--- config.mk ---
export PLATFORM = sky130hd
export DESIGN_NAME = direct_mapped_write_through_tags
export DESIGN_NICKNAME = d
export VERILOG_FILES = /design/src/hw/rtl/dmwt_pkg.sv /design/src/hw/rtl/direct_mapped_write_through_tags.sv /design/src/hw/rtl/dmwt_ctrl.sv /design/src/hw/rtl/dmwt_datapath.sv
export SDC_FILE = /design/constraint.sdc
export NUM_CORES = 2
export LEC_CHECK = 0
export CAP_MARGIN = 15
export CORE_UTILIZATION = 40
export CTS_CLUSTER_DIAMETER = 100
export CTS_CLUSTER_SIZE = 24
export DETAILED_ROUTE_END_ITERATION = 16
export DONT_BUFFER_PORTS = 1
export PLACE_DENSITY = 0.51
export SLEW_MARGIN = 30
export SYNTH_ARGS = -nofsm -noshare
export SYNTH_HDL_FRONTEND = slang
export SYNTH_SLANG_ARGS = --single-unit
--- constraint.sdc ---
create_clock -name clock -period 7.65 [get_ports clock]
set_input_delay 1.1475 -clock clock [delete_from_list [all_inputs] [get_ports clock]]
set_output_delay 1.1475 -clock clock [all_outputs]
set_load 0.02 [all_outputs]
--- src/hw/rtl/dmwt_pkg.sv ---
package dmwt_pkg;

   localparam int ADDR_BITS   = 32;
   localparam int OFFSET_BITS = 5;
   localparam int INDEX_BITS  = 7;
   localparam int TAG_BITS    = ADDR_BITS - OFFSET_BITS - INDEX_BITS;
   localparam int NUM_LINES   = 1 << INDEX_BITS;
   localparam int COUNT_BITS  = 32;

   // response payload: offset, index, tag, four flags, evicted tag, two totals
   localparam int RSP_DATA_BITS = OFFSET_BITS + INDEX_BITS + TAG_BITS + 4 + TAG_BITS
                                  + 2 * COUNT_BITS;

   typedef logic [ADDR_BITS-1:0]     addr_type;
   typedef logic [OFFSET_BITS-1:0]   offset_type;
   typedef logic [INDEX_BITS-1:0]    index_type;
   typedef logic [TAG_BITS-1:0]      tag_type;
   typedef logic [COUNT_BITS-1:0]    count_type;
   typedef logic [RSP_DATA_BITS-1:0] rsp_data_type;

   // commands from the controller to the datapath
   typedef struct packed {
      logic capture;  // latch request, read tag and valid of its line
      logic resolve;  // compare, update line and counters, load response
   } cmd_type;

   // status from the datapath to the controller
   typedef struct packed {
      logic fetch;    // the request under resolution is a read miss
   } status_type;

endpackage

--- src/hw/rtl/direct_mapped_write_through_tags.sv ---
// Flow: a request is latched in IDLE, which also starts the registered read of the tag
//   store, and its response is loaded in RESOLVE as soon as the response register is
//   free; it waits there while the previous response is still held by the consumer.
//   A new request is taken only after the current one is resolved, as the tag read is
//   followed by the compare-and-update step on the same line.
// Reset: synchronous, active high; clears all valid bits, both counters and the
//   handshake state. The tag store itself is not cleared.
module direct_mapped_write_through_tags (
   input  logic                          clock,
   input  logic                          reset,
   // request channel
   input  logic                          req_tvalid,
   output logic                          req_tready,
   input  logic [dmwt_pkg::ADDR_BITS-1:0] req_tdata,  // [31:0] address
   input  logic                          req_tuser,   // [0] is_write
   // response channel
   output logic                          rsp_tvalid,
   input  logic                          rsp_tready,
   // [4:0] byte_offset, [11:5] line_index, [31:12] address_tag, [32] miss,
   // [33] fetch_line, [34] write_memory, [35] replaced, [55:36] evicted_tag,
   // [87:56] hit_total, [119:88] miss_total
   output logic [dmwt_pkg::RSP_DATA_BITS-1:0] rsp_tdata
);
   import dmwt_pkg::*;

   cmd_type    cmd;
   status_type status;

   // Controller: IDLE takes a request, RESOLVE waits for the response register
   // to be free, then commits the lookup. The response register stays
   // independent, so a new request is taken while a response is held.
   dmwt_ctrl u_ctrl (
      .clock      (clock),
      .reset      (reset),
      .req_tvalid (req_tvalid),
      .req_tready (req_tready),
      .rsp_tvalid (rsp_tvalid),
      .rsp_tready (rsp_tready),
      .status     (status),
      .cmd        (cmd)
   );

   // Datapath: tag memory (registered read), valid flops, saturating hit and
   // miss counters, and the response register. A read miss installs the tag
   // and sets valid; writes go through and never allocate.
   dmwt_datapath u_datapath (
      .clock        (clock),
      .reset        (reset),
      .cmd          (cmd),
      .status       (status),
      .req_address  (req_tdata),
      .req_is_write (req_tuser),
      .rsp_data     (rsp_tdata)
   );

endmodule

--- src/hw/rtl/dmwt_ctrl.sv ---
module dmwt_ctrl (
   input  logic                 clock,
   input  logic                 reset,
   input  logic                 req_tvalid,
   output logic                 req_tready,
   output logic                 rsp_tvalid,
   input  logic                 rsp_tready,
   input  dmwt_pkg::status_type status,
   output dmwt_pkg::cmd_type    cmd
);
   import dmwt_pkg::*;

   typedef enum logic [0:0] {
      ST_IDLE,
      ST_RESOLVE
   } state_type;

   state_type state_ff, state_in;
   logic      rsp_valid_ff, rsp_valid_in;
   logic      out_free;
   logic      fetch_seen_ff, fetch_seen_in;

   assign out_free    = !rsp_valid_ff || rsp_tready;
   assign req_tready  = (state_ff == ST_IDLE);
   assign rsp_tvalid  = rsp_valid_ff;
   assign cmd.capture = (state_ff == ST_IDLE) && req_tvalid;
   assign cmd.resolve = (state_ff == ST_RESOLVE) && out_free;

   always_comb begin
      state_in      = state_ff;
      rsp_valid_in  = rsp_valid_ff;
      fetch_seen_in = fetch_seen_ff;
      if (rsp_valid_ff && rsp_tready) begin
         rsp_valid_in = 1'b0;
      end
      case (state_ff)
         ST_IDLE: begin
            if (req_tvalid) begin
               state_in = ST_RESOLVE;
            end
         end
         ST_RESOLVE: begin
            if (out_free) begin
               rsp_valid_in  = 1'b1;
               fetch_seen_in = status.fetch;
               state_in      = ST_IDLE;
            end
         end
         default: begin
            state_in = ST_IDLE;
         end
      endcase
   end

   always_ff @(posedge clock) begin
      if (reset) begin
         state_ff      <= ST_IDLE;
         rsp_valid_ff  <= 1'b0;
         fetch_seen_ff <= 1'b0;
      end else begin
         state_ff      <= state_in;
         rsp_valid_ff  <= rsp_valid_in;
         fetch_seen_ff <= fetch_seen_in;
      end
   end

   // last resolved request was a line fill
   logic unused_fetch;
   assign unused_fetch = fetch_seen_ff;

endmodule

--- src/hw/rtl/dmwt_datapath.sv ---
module dmwt_datapath (
   input  logic                   clock,
   input  logic                   reset,
   input  dmwt_pkg::cmd_type      cmd,
   output dmwt_pkg::status_type   status,
   input  dmwt_pkg::addr_type     req_address,
   input  logic                   req_is_write,
   output dmwt_pkg::rsp_data_type rsp_data
);
   import dmwt_pkg::*;

   tag_type   tag_mem [NUM_LINES];
   logic      [NUM_LINES-1:0] valid_ff, valid_in;

   addr_type  addr_ff;
   logic      wr_ff;
   tag_type   tag_rd_ff;
   logic      valid_rd_ff;
   count_type hit_ff, hit_in;
   count_type miss_cnt_ff, miss_cnt_in;
   rsp_data_type rsp_ff, rsp_in;

   offset_type offset;
   index_type  index;
   tag_type    tag;
   index_type  req_index;
   logic       miss, fetch, repl;
   tag_type    evicted;

   assign req_index = req_address[OFFSET_BITS +: INDEX_BITS];
   assign offset    = addr_ff[OFFSET_BITS-1:0];
   assign index     = addr_ff[OFFSET_BITS +: INDEX_BITS];
   assign tag       = addr_ff[ADDR_BITS-1 -: TAG_BITS];

   assign miss    = !(valid_rd_ff && (tag_rd_ff == tag));
   assign fetch   = !wr_ff && miss;
   assign repl    = fetch && valid_rd_ff;
   assign evicted = repl ? tag_rd_ff : '0;

   assign status.fetch = fetch;

   always_comb begin
      valid_in    = valid_ff;
      hit_in      = hit_ff;
      miss_cnt_in = miss_cnt_ff;
      if (cmd.resolve) begin
         if (fetch) begin
            valid_in[index] = 1'b1;
         end
         if (miss) begin
            if (miss_cnt_ff != '1) begin
               miss_cnt_in = miss_cnt_ff + 1'b1;
            end
         end else if (hit_ff != '1) begin
            hit_in = hit_ff + 1'b1;
         end
      end
      rsp_in = {miss_cnt_in, hit_in, evicted, repl, wr_ff, fetch, miss, tag, index, offset};
   end

   // tag store: read at capture, written on a line fill
   always_ff @(posedge clock) begin
      if (cmd.capture) begin
         tag_rd_ff <= tag_mem[req_index];
      end
      if (cmd.resolve && fetch) begin
         tag_mem[index] <= tag;
      end
   end

   always_ff @(posedge clock) begin
      if (cmd.capture) begin
         addr_ff     <= req_address;
         wr_ff       <= req_is_write;
         valid_rd_ff <= valid_ff[req_index];
      end
      if (cmd.resolve) begin
         rsp_ff <= rsp_in;
      end
   end

   always_ff @(posedge clock) begin
      if (reset) begin
         valid_ff    <= '0;
         hit_ff      <= '0;
         miss_cnt_ff <= '0;
      end else begin
         valid_ff    <= valid_in;
         hit_ff      <= hit_in;
         miss_cnt_ff <= miss_cnt_in;
      end
   end

   assign rsp_data = rsp_ff;

endmodule

==> impl_metrics.env <==
export IMPL_outcome="complete, no violations"
export IMPL_p_seq_share_pct=62.7
export IMPL_reg2reg_from="u_datapath.addr_ff[22]"
export IMPL_min_from="req_tuser"
export IMPL_critical_path_startpoint_type="primary input"
export IMPL_crit_slowest_cell="nand2b_4"
export IMPL_synth_seq_area_share_pct=75.4
export IMPL_setup_violations=0
export IMPL_pwr_share_clk_pct=31.0
export IMPL_synth_top_cell_by_area="edfxtp_1"
export IMPL_synth_ff_type="edfxtp_1"
export IMPL_grt_setup_unrepaired="false"
export IMPL_drtIter0Drc=7934
export IMPL_ys_ff_latch=2928
export IMPL_die_area_sq_um=287000
export IMPL_p_per_area_nw_per_um2=226
export IMPL_min_period_over_period_pct=79.9
export IMPL_core_sq_um=283000
export IMPL_crit_chain="buf_16 -> buf_16 -> buf_16 -> nand2b_4 -> buf_12 -> buf_4 -> o22ai_1 -> o21ai_0 -> nand3_1 -> nand3_1 -> nor3_1"
export IMPL_synth_area_leaders="edfxtp_1, mux4_2, mux2i_1, dfxtp_1, o221ai_1"
export IMPL_intPower_uw=21800
export IMPL_swShare_pct=22.8
export IMPL_timing_fmax_ghz=0.164
export IMPL_min_path_type="in2reg"
export IMPL_pwr_share_comb_pct=6.3
export IMPL_antenna_found_initial=37
export IMPL_portBuffers=0
export IMPL_die_height_um=536
export IMPL_numCtsBuffers=150
export IMPL_clock_skew_final_ns=0.0614
export IMPL_io_pin_count=159
export IMPL_grt_usage_pct=25.6
export IMPL_hpwl_um=233000
export IMPL_max_slew_worst_pin_slew_ns=1.16
export IMPL_crit_type="in2reg"
export IMPL_yosys_area_top_type_share_pct=72.0
export IMPL_required_ns=8.27
export IMPL_crit_path_max_fanout=121
export IMPL_cpPeakStageDelay_ns=0.81
export IMPL_syn2layout_area_growth_pct=9.37
export IMPL_gp_congestion=0.947
export IMPL_routed_via_density=6.11
export IMPL_die_w_um=536
export IMPL_multiInputGateArea_sq_um=26800
export IMPL_cp_startpoint="req_tdata[6]"
export IMPL_cap_violations=0
export IMPL_slew_violations=0
export IMPL_min_period_ns=6.11
export IMPL_grt_max_degree=342
export IMPL_async_flop_share_pct=0
export IMPL_p_switching_uw=6450
export IMPL_synth_area_sq_um=114000
export IMPL_final_setup_tns_ns=0
export IMPL_drtPass1Iterations=6
export IMPL_synth_edff_count=2734
export IMPL_finalHoldViolations=0
export IMPL_clk_latency_ns=0.88
export IMPL_syn_area_per_cell_sq_um=17.9
export IMPL_cp_common_cell="buf_16"
export IMPL_grt_pass1_vias=59486
export IMPL_ctsHtreeMaxLevel=4
export IMPL_cts_tree="done"
export IMPL_syn_nets=6424
export IMPL_clkTransAtPathRegs_ns=0.10
export IMPL_seqCellArea_sq_um=86000
export IMPL_synth_cell_types=57
export IMPL_drc=0
export IMPL_yosys_warnings=0
export IMPL_drive_gt1_share_pct=16.7
export IMPL_critPathTopFamily="buffers and inverters"
export IMPL_endpoint_kind="flop"
export IMPL_max_slew_margin_rel_pct=22.4
export IMPL_finish_utilization_pct=44.1
export IMPL_fp_row_count=195
export IMPL_vias=62303
export IMPL_nets=6441
export IMPL_ant_nets=0
export IMPL_cts_resized=0
export IMPL_crit_arrival_ns=6.73
export IMPL_cts_sinks=2928
export IMPL_cts_buffer_depth=4
export IMPL_fillers=24518
export IMPL_start_util_pct=40.3
export IMPL_p_leak_uw=0.0392
export IMPL_grt_pass1_wl_um=507000
export IMPL_ctsHoldBuffers=0
export IMPL_routedWlPerCell_um=36.6
export IMPL_grt_overflow=0
export IMPL_peakVddDrop_v=0.000162
export IMPL_syn_inst=6385
export IMPL_path_buf_inv=5
export IMPL_drt_wl_total_um=373000
export IMPL_cts_root_buf="clkbuf_16"
export IMPL_cts_setup_buffers=0
-- cell usage in the layout (no fill, tap or decap), drive strengths merged, types with 4 or more instances in the layout --
cell,synthesis,routed
mux4,336,336
nand3b,4,4
nor2,205,205
o22ai,193,193
and2,37,37
nor4b,21,21
xor2,38,38
nand4,45,45
or3,35,35
nand4b,6,6
mux2i,651,651
dfxtp,194,194
a21oi,144,144
nor2b,51,51
mux2,60,60
o31ai,7,7
or2,17,17
diode,0,17
buf,144,289
inv,134,139
nor3,202,202
and4,8,8
or4,11,11
nand2,82,82
a221oi,20,20
nand2b,4,4
and3,21,21
o221ai,249,249
clkinv,0,6
clkbuf,280,172
nor4,141,141
nand3,98,98
edfxtp,2734,2734
o21ai,167,167
xnor2,24,24
-- layout make-up --
cell class	instances	share of cell area, %
flip-flops and latches	2928	68.9
inverters	134	0.411
multi-input cells	2899	21.5
diodes	17	0.0341
well taps	3743	3.75
clock inverters	15	0.121
clock buffers	172	3.16
repair buffers	289	2.15
-- worst paths after layout --
kind / to / slack, ns / cells past startpoint
worst max-delay path: u_datapath.tag_rd_ff[7] / 1.54 / 11
worst min-delay path: u_datapath.wr_ff / 0.35 / 0
worst max register to register: u_datapath.tag_mem[98][4] / 3.33 / 10
worst min register to register: u_datapath.rsp_data[0] / 0.43 / 0
-- routing by layer --
layer  GRT usage [%]  vias up  wire length (um)
met2            40.1     2801            173000
met1            35.7    33256            154000
li1                -    25745                 -
met3            3.51      489             28100
met4            11.6       12             18700
met5               0        -                75
-- kinds of logic after synthesis --
family                     Yosys count  share of synthesized area, %
and+or+nand+nor                    994                          4.62
muxes                             1047                          12.9
buffers and inverters              558                          1.93
adders and majority gates            2                        0.0219
xor gates and xnor gates            62                         0.476
DFF                               2928                          75.4
AOI/OAI and AO/OA                  794                          4.64
-- power groups by stage --
stage          logic [uW]  registers [uW]  clock network, uW
4_1_cts              1710           17700               8930
2_1_floorplan         817           18200                  0
3_3_place_gp         1690           18100                  0
6_report             1770           17700               8760
5_1_grt              1810           17700               9400
3_5_place_dp         1710           18100                  0
-- sequential cells by signal (all words and copies together), names as in the netlist --
| name | flops |
|---|---|
| u_datapath.tag_mem | 2560 |
| u_datapath.valid_ff | 128 |
| u_datapath.rsp_data | 120 |
| u_datapath.addr_ff | 32 |
| u_datapath.hit_ff | 32 |
| u_datapath.miss_cnt_ff | 32 |
| u_datapath.tag_rd_ff | 20 |
| u_ctrl.rsp_tvalid | 1 |
| u_ctrl.state_ff | 1 |
| u_datapath.valid_rd_ff | 1 |
| u_datapath.wr_ff | 1 |
-- stage by stage --
step	setup WS, ns	power, uW	cells	cell area [sq um]	hold slack (ns)
global placement	1.87	19800	9980	120000	0.404
finish	1.54	28200	10197	125000	0.350
detailed placement	2.34	19800	9990	121000	0.405
global route	1.62	28900	10194	125000	0.319
CTS	3.26	28400	10177	125000	0.296
floorplan	1.54	19000	6385	114000	0.400
-- Yosys cell counts, drive strengths merged, types with 3 or more instances --
master  count
a21oi     144
a221oi     20
and2       37
and3       21
and4        8
buf       144
clkbuf    280
dfxtp     194
edfxtp   2734
inv       134
mux2       60
mux2i     651
mux4      336
nand2      82
nand2b      4
nand3      98
nand3b      4
nand4      45
nand4b      6
nor2      205
nor2b      51
nor3      202
nor4      141
nor4b      21
o211ai      3
o21ai     167
o221ai    249
o22ai     193
o31ai       7
or2        17
or3        35
or4        11
xnor2      24
xor2       38
-- worst reg2reg max path, stage by stage, from the launching register on --
cell,delay (ns)
edfxtp_1,0.73
xnor2_1,0.44
nand4_1,0.17
nor4_1,0.30
buf_4,0.21
nand2_1,0.25
nand4b_1,0.51
buf_4,0.44
buf_4,0.52
nor2_2,0.19
buf_4,0.27
No activity file was read; power rests on OpenSTA's default activity.
